===== src/hdl/length_prefixed_string_deframer_core_defines.svh =====
// Assertion macros for the length-prefixed string deframer.
// Used by the top level only; depends on a clock named clk and reset rst_n.
`ifndef LENGTH_PREFIXED_STRING_DEFRAMER_CORE_DEFINES_SVH
`define LENGTH_PREFIXED_STRING_DEFRAMER_CORE_DEFINES_SVH

// Antecedent implies consequent in the same cycle.
`define LPSD_ASSERT_SAME(label, ante, cons, msg) \
  label: assert property (@(posedge clk) disable iff (!rst_n) (ante) |-> (cons)) \
    else $error(msg);

// Antecedent implies consequent in the next cycle.
`define LPSD_ASSERT_NEXT(label, ante, cons, msg) \
  label: assert property (@(posedge clk) disable iff (!rst_n) (ante) |=> (cons)) \
    else $error(msg);

`endif


===== src/hdl/lpsd_pkg.sv =====
// Shared types and constants of the length-prefixed string deframer.
// No dependencies.
package lpsd_pkg;

  localparam int GROUP_BITS = 7;
  localparam int OUT_LEN_W  = 32;

  typedef enum logic [1:0] {
    KIND_PAYLOAD = 2'd0,
    KIND_EMPTY   = 2'd1,
    KIND_TOO_LONG = 2'd2
  } lpsd_kind_t;

  typedef struct packed {
    lpsd_kind_t           kind;
    logic [7:0]           data;
    logic                 last;
    logic [OUT_LEN_W-1:0] length;
  } lpsd_result_t;

endpackage


===== src/hdl/lpsd_decode.sv =====
// Prefix decoder and payload counter of the deframer: holds the stream state
// and forms at most one result per accepted byte. Depends on lpsd_pkg.
module lpsd_decode #(
  parameter int MAX_GROUPS  = 5,
  parameter int LENGTH_BITS = 32
) (
  input  logic                 clk,
  input  logic                 rst_n,
  input  logic                 accept,
  input  logic [7:0]           in_byte,
  output logic                 res_valid,
  output lpsd_pkg::lpsd_result_t res
);
  import lpsd_pkg::*;

  localparam int GC_W    = $clog2(MAX_GROUPS + 1);
  localparam int SH_W    = $clog2(GROUP_BITS * MAX_GROUPS);
  localparam int WIDE_W  = LENGTH_BITS + GROUP_BITS * MAX_GROUPS;
  localparam int LEN_EXT = (LENGTH_BITS > OUT_LEN_W) ? LENGTH_BITS : OUT_LEN_W;

  logic                   in_payload_r, in_payload_nxt;
  logic [LENGTH_BITS-1:0] length_acc_r, length_acc_nxt;
  logic [GC_W-1:0]        group_count_r, group_count_nxt;
  logic [LENGTH_BITS-1:0] bytes_left_r, bytes_left_nxt;

  logic [GC_W-1:0]        gc_eff;
  logic [GC_W-1:0]        gc_inc;
  logic [SH_W-1:0]        shamt;
  logic [WIDE_W-1:0]      group_wide;
  logic [LENGTH_BITS-1:0] acc_or;
  logic [LEN_EXT-1:0]     len_ext;
  logic                   pay_last;

  always_comb begin
    gc_eff     = (group_count_r >= GC_W'(MAX_GROUPS)) ? '0 : group_count_r;
    gc_inc     = gc_eff + GC_W'(1);
    shamt      = SH_W'(gc_eff) * SH_W'(GROUP_BITS);
    group_wide = WIDE_W'(in_byte[6:0]) << shamt;
    acc_or     = length_acc_r | group_wide[LENGTH_BITS-1:0];
    len_ext    = LEN_EXT'(length_acc_r);
    pay_last   = (bytes_left_r <= LENGTH_BITS'(1));
  end

  always_comb begin
    in_payload_nxt  = in_payload_r;
    length_acc_nxt  = length_acc_r;
    group_count_nxt = group_count_r;
    bytes_left_nxt  = bytes_left_r;
    res_valid       = 1'b0;
    res.kind        = KIND_PAYLOAD;
    res.data        = '0;
    res.last        = 1'b0;
    res.length      = '0;
    if (accept) begin
      if (in_payload_r) begin
        res_valid      = 1'b1;
        res.data       = in_byte;
        res.last       = pay_last;
        res.length     = len_ext[OUT_LEN_W-1:0];
        bytes_left_nxt = bytes_left_r - LENGTH_BITS'(1);
        if (pay_last) begin
          in_payload_nxt  = 1'b0;
          length_acc_nxt  = '0;
          group_count_nxt = '0;
          bytes_left_nxt  = '0;
        end
      end else if (in_byte[7]) begin
        if (gc_inc >= GC_W'(MAX_GROUPS)) begin
          // Continuation on the final allowed group: the prefix is malformed.
          res_valid       = 1'b1;
          res.kind        = KIND_TOO_LONG;
          length_acc_nxt  = '0;
          group_count_nxt = '0;
          bytes_left_nxt  = '0;
        end else begin
          length_acc_nxt  = acc_or;
          group_count_nxt = gc_inc;
        end
      end else if (acc_or == '0) begin
        res_valid       = 1'b1;
        res.kind        = KIND_EMPTY;
        res.last        = 1'b1;
        length_acc_nxt  = '0;
        group_count_nxt = '0;
        bytes_left_nxt  = '0;
      end else begin
        in_payload_nxt  = 1'b1;
        length_acc_nxt  = acc_or;
        bytes_left_nxt  = acc_or;
        group_count_nxt = '0;
      end
    end
  end

  always_ff @(posedge clk) begin
    if (!rst_n) begin
      in_payload_r  <= 1'b0;
      length_acc_r  <= '0;
      group_count_r <= '0;
      bytes_left_r  <= '0;
    end else begin
      in_payload_r  <= in_payload_nxt;
      length_acc_r  <= length_acc_nxt;
      group_count_r <= group_count_nxt;
      bytes_left_r  <= bytes_left_nxt;
    end
  end

endmodule


===== src/hdl/lpsd_outreg.sv =====
// Result register with a skid stage, so the decoder keeps taking bytes while
// a result waits downstream. Depends on lpsd_pkg.
module lpsd_outreg (
  input  logic                  clk,
  input  logic                  rst_n,
  input  logic                  push,
  input  lpsd_pkg::lpsd_result_t push_data,
  output logic                  can_accept,
  output logic                  out_valid,
  input  logic                  out_ready,
  output lpsd_pkg::lpsd_result_t out_data
);
  import lpsd_pkg::*;

  logic         out_valid_r;
  lpsd_result_t out_data_r;
  logic         skid_valid_r;
  lpsd_result_t skid_data_r;
  logic         pop;

  assign pop        = out_valid_r & out_ready;
  assign can_accept = ~skid_valid_r;
  assign out_valid  = out_valid_r;
  assign out_data   = out_data_r;

  always_ff @(posedge clk) begin
    if (!rst_n) begin
      out_valid_r  <= 1'b0;
      skid_valid_r <= 1'b0;
    end else if (skid_valid_r) begin
      // No push can arrive while the skid stage is full.
      if (pop) begin
        out_data_r   <= skid_data_r;
        skid_valid_r <= 1'b0;
      end
    end else if (!out_valid_r || pop) begin
      out_valid_r <= push;
      out_data_r  <= push_data;
    end else if (push) begin
      skid_data_r  <= push_data;
      skid_valid_r <= 1'b1;
    end
  end

endmodule


===== src/hdl/length_prefixed_string_deframer_core.sv =====
// Channel | dir | tdata                           | tuser      | tlast
// in_     | in  | [7:0] byte                      | -          | -
// out_    | out | [7:0] byte, [39:8] length       | [1:0] kind | last byte / empty
//
// One byte is taken per cycle while in_tready is high; a result is formed from
// the byte that causes it and is held in the result register or its skid stage.
// Reset (rst_n low, synchronous) returns the block to prefix decoding at once.
// in_tready drops only while both the result register and its skid stage hold
// results that the downstream side has not taken.
// Top level of the deframer; depends on lpsd_pkg, lpsd_decode, lpsd_outreg.
module length_prefixed_string_deframer_core #(
  parameter int MAX_GROUPS  = 5,
  parameter int LENGTH_BITS = 32
) (
  input  logic        clk,
  input  logic        rst_n,
  input  logic        in_tvalid,
  output logic        in_tready,
  input  logic [7:0]  in_tdata,   // [7:0] in_byte
  output logic        out_tvalid,
  input  logic        out_tready,
  output logic [39:0] out_tdata,  // [7:0] out_byte, [39:8] out_length
  output logic [1:0]  out_tuser,  // [1:0] out_kind
  output logic        out_tlast
);
  import lpsd_pkg::*;
  `include "length_prefixed_string_deframer_core_defines.svh"

  logic         accept;
  logic         res_valid;
  lpsd_result_t res;
  lpsd_result_t out_res;

  assign accept = in_tvalid & in_tready;

  lpsd_decode #(
    .MAX_GROUPS  (MAX_GROUPS),
    .LENGTH_BITS (LENGTH_BITS)
  ) u_decode (
    .clk       (clk),
    .rst_n     (rst_n),
    .accept    (accept),
    .in_byte   (in_tdata),
    .res_valid (res_valid),
    .res       (res)
  );

  lpsd_outreg u_outreg (
    .clk        (clk),
    .rst_n      (rst_n),
    .push       (res_valid),
    .push_data  (res),
    .can_accept (in_tready),
    .out_valid  (out_tvalid),
    .out_ready  (out_tready),
    .out_data   (out_res)
  );

  assign out_tdata = {out_res.length, out_res.data};
  assign out_tuser = out_res.kind;
  assign out_tlast = out_res.last;

  `LPSD_ASSERT_SAME(a_stall_needs_result, !in_tready, out_tvalid,
    "input stalled with no result pending")
  `LPSD_ASSERT_SAME(a_empty_marker_form,
    out_tvalid && (out_tuser == KIND_EMPTY), out_tlast && (out_tdata == '0),
    "empty-string marker malformed")
  `LPSD_ASSERT_SAME(a_error_form,
    out_tvalid && (out_tuser == KIND_TOO_LONG), !out_tlast && (out_tdata == '0),
    "prefix error result malformed")
  `LPSD_ASSERT_NEXT(a_stall_frees_one, !in_tready && out_tready, in_tready,
    "skid stage not drained after a pop")

endmodule

===== config.mk =====
export PLATFORM = sky130hd
export DESIGN_NAME = length_prefixed_string_deframer_core
export DESIGN_NICKNAME = d
export VERILOG_FILES = /design/src/hdl/lpsd_pkg.sv /design/src/hdl/lpsd_decode.sv /design/src/hdl/lpsd_outreg.sv /design/src/hdl/length_prefixed_string_deframer_core.sv
export VERILOG_INCLUDE_DIRS = /design/src /design/src/hdl
export SDC_FILE = /design/constraint.sdc
export NUM_CORES = 1
export LEC_CHECK = 0
export BUFFER_PORTS_ARGS = -buffer_cell sky130_fd_sc_hd__buf_2
export CAP_MARGIN = 0
export CORE_UTILIZATION = 30
export CTS_CLUSTER_SIZE = 16
export DETAILED_ROUTE_END_ITERATION = 12
export PLACE_DENSITY = 0.57
export RECOVER_POWER = 25
export SETUP_SLACK_MARGIN = 0.02
export SLEW_MARGIN = 15
export SYNTH_ARGS = -nofsm -noshare
export SYNTH_HDL_FRONTEND = slang
export SYNTH_SLANG_ARGS = --single-unit

===== constraint.sdc =====
create_clock -name clk -period 12.1 [get_ports clk]
set_input_delay 1.21 -clock clk [delete_from_list [all_inputs] [get_ports clk]]
set_output_delay 1.21 -clock clk [all_outputs]
set_load 0.01 [all_outputs]

==> reports/results.ini <==
[timing]
rsz0062_at_grt = no
slew_viol_final = 68
fin_tns_setup_ps = 0
timing.fmax_ghz = 0.194
maxSlewHeadroom_pct = -69.1
skew_ps = 9.19
fin_crit_sh_pct = 42.6
hold_viol = 0
period_needed_ps = 5150
setup_viol = 0
worst_pin_slew_ps = 2540

[global_routing]
grt_pass1_wl_um = 30500
grt_overflow = 0
antenna_found_initial = 0
grt_pass1_vias = 5415
grt_max_degree = 68
grt_usage_pct = 16.0

[setup_path]
cp_common_cell = clkbuf_1
slowest_delay_ps = 1830
cp_top_family = simple AND/OR/NAND/NOR gates
cp_num_buf_inv = 2
crit_arrival_ps = 5520
cp_data_required_time_ps = 12460
critical_path_class = in2reg
end_kind = flip-flop
cp-start-kind = primary input
cp_cell_sequence = clkbuf_1 -> nor2b_1 -> clkbuf_1 -> nand2_1 -> or3_1 -> a21oi_1
crit_slowest_cell = clkbuf_1
critPathMaxFanout = 67

[cts]
cts_root_buffer = clkbuf_16
h-tree-depth = 4
cts-buffers-inserted = 17
postCtsResizedCells = 0
clockBufferDepth = 2
cts_hold_buf = 0
cts_tree = done
cts_setup_buffers = 0
insertion_delay_ps = 430
clock_sinks = 156
path_clk_slew_ps = 70

[detailed_routing]
drc = 0
via_count = 5771
routedWlPerCell_um = 18.0
drt_iter0_drc = 628
postRouteAntennaNets = 0
drt-total-wl_um = 19300
vias_per_cell = 5.39
dr.pass1.iters = 5

[pwr]
power_density_nw_per_um2 = 154
power_uw = 1280
power.leakage_uw = 0.00329
irDropWorstVdd_uv = 98.0

[yosys]
synth_top_area_cell = edfxtp_1
yosysSeqAreaShare_pct = 54.7
async_flop_share_pct = 0
synthCells = 709
synth_edf_count = 86
synth_top_flop_cell = edfxtp_1
synth.top_cells.by_area = edfxtp_1 (35%), dfxtp_1 (19%), a21oi_1 (4.7%), a21o_1 (4.4%), and3_1 (4.1%)
ys_seq_elements = 156
yosys.area.top_type_share_pct = 35.5
ys_warn_count = 0
avgSynthCellArea_um2 = 10.3
syn_area_um2 = 7280
syn_nets = 725
ys_types = 60

[place]
port_buffers = 56
gp_congestion = 0.877
dp_hpwl_um = 13100

[layout]
area_growth_syn_to_layout_pct = 14.0
drive_above_1_share_pct = 11.7
antenna_cells = 0
nNetsFinal = 754
layout_common_cells = edfxtp_1 (86), dfxtp_1 (70), a21oi_1 (67)
final_common_cell = edfxtp_1

[hold_path]
holdCritPathClass = reg2reg

[run]
drv_cap = 1

[die]
core-area_um2 = 23600
initial_core_util_pct = 30.8
die_h_um = 158
rows = 56
boundaryPins = 57
dieArea_um2 = 24900
die_w_um = 158

[status]
outcome = complete, but fails checks
violations = max-capacitance violations, max-slew violations

-- final timing paths --
path / start / end / slack [ps] / depth (start not counted)
max: in_tvalid / u_decode.len_ext[0]$_SDFFE_PN0P_ / 6950 / 6
min: u_decode.len_ext[16]$_SDFFE_PN0P_ / u_decode.len_ext[16]$_SDFFE_PN0P_ / 490 / 2
max reg2reg: u_outreg.skid_valid_r$_SDFF_PN0_ / u_decode.len_ext[0]$_SDFFE_PN0P_ / 7580 / 5
min reg2reg: u_decode.len_ext[16]$_SDFFE_PN0P_ / u_decode.len_ext[16]$_SDFFE_PN0P_ / 490 / 2
-- power breakdown --
part           switching (uW)  total, uW  internal, uW  leakage [uW]
clock                     228        493           265      0.000250
sequential               17.0        595           578       0.00138
combinational             133        192          58.9       0.00166
total                     379       1280           902       0.00329
-- sequential cells by signal, indices dropped and copies added, names as in the netlist --
name	cells
u_decode.group_count_r	3
u_decode.len_ext	32
u_decode.bytes_left_r	32
u_outreg.skid_data_r	43
u_outreg.out_data	43
u_decode.in_payload_r	1
u_outreg.skid_valid_r	1
u_outreg.out_valid	1
-- cell families (layout without fill, tap and decap cells) --
family,Yosys count,count (layout),synth area share [%]
flip-flops,156,156,54.7
buffers and inverters,69,111,4.04
adder cells (fa/ha/maj),4,4,0.687
AO/OA/AOI/OAI,226,226,20.3
XOR/XNOR,6,6,0.722
AND/OR/NAND/NOR,248,248,19.5
-- tightest hold or removal path, cell delays in order, from the launching register on --
cell,delay (ps)
dfxtp_1,330
nand2_1,60
a21oi_1,50
-- metrics by stage --
stage / cell area (um2) / util [%] / std cells / setup WS, ps / hold WS, ps
after floorplan: 7280 / - / 709 / 6060 / 438
final: 8300 / 35.2 / 1070 / 6950 / 495
after global placement: 7810 / 33.1 / 1038 / 8140 / 462
after detailed placement: 7810 / 33.1 / 1038 / 8040 / 481
after global routing: 8300 / 35.2 / 1070 / 6620 / 506
after CTS: 8350 / 35.4 / 1070 / 8020 / 492
-- routing by layer --
metal	vias to the layer above	track usage [%]	part of all wire, %
met4	0	6.24	2.4
met5	-	0	0
met3	34	3.83	5.5
met1	2769	21.6	47
met2	187	24.6	45
li1	2781	-	-
-- cells in the mapped netlist (4+ instances only) --
cell type	n
a211oi_1	4
a21o_1	43
a21oi_1	68
a31oi_1	36
a32o_1	7
and2_1	4
and3_1	48
buf_6	4
clkbuf_1	45
dfxtp_1	70
edfxtp_1	86
ha_1	4
inv_1	13
nand2_1	36
nand3_1	15
nand4_1	7
nor2_1	33
nor3_1	42
nor4_1	13
o211ai_1	8
o21ai_0	28
o22ai_1	6
o31ai_1	4
o32ai_1	4
or3_1	18
-- final cells by class --
class,count,area (um2)
Fill cell,2415,15300
Sequential cell,156,3980
Multi-Input combinational cell,484,3020
Clock buffer,17,425
Tap cell,319,399
Timing Repair Buffer,65,309
Clock inverter,15,114
Inverter,14,52.6
(Power assumes the default switching activity.)
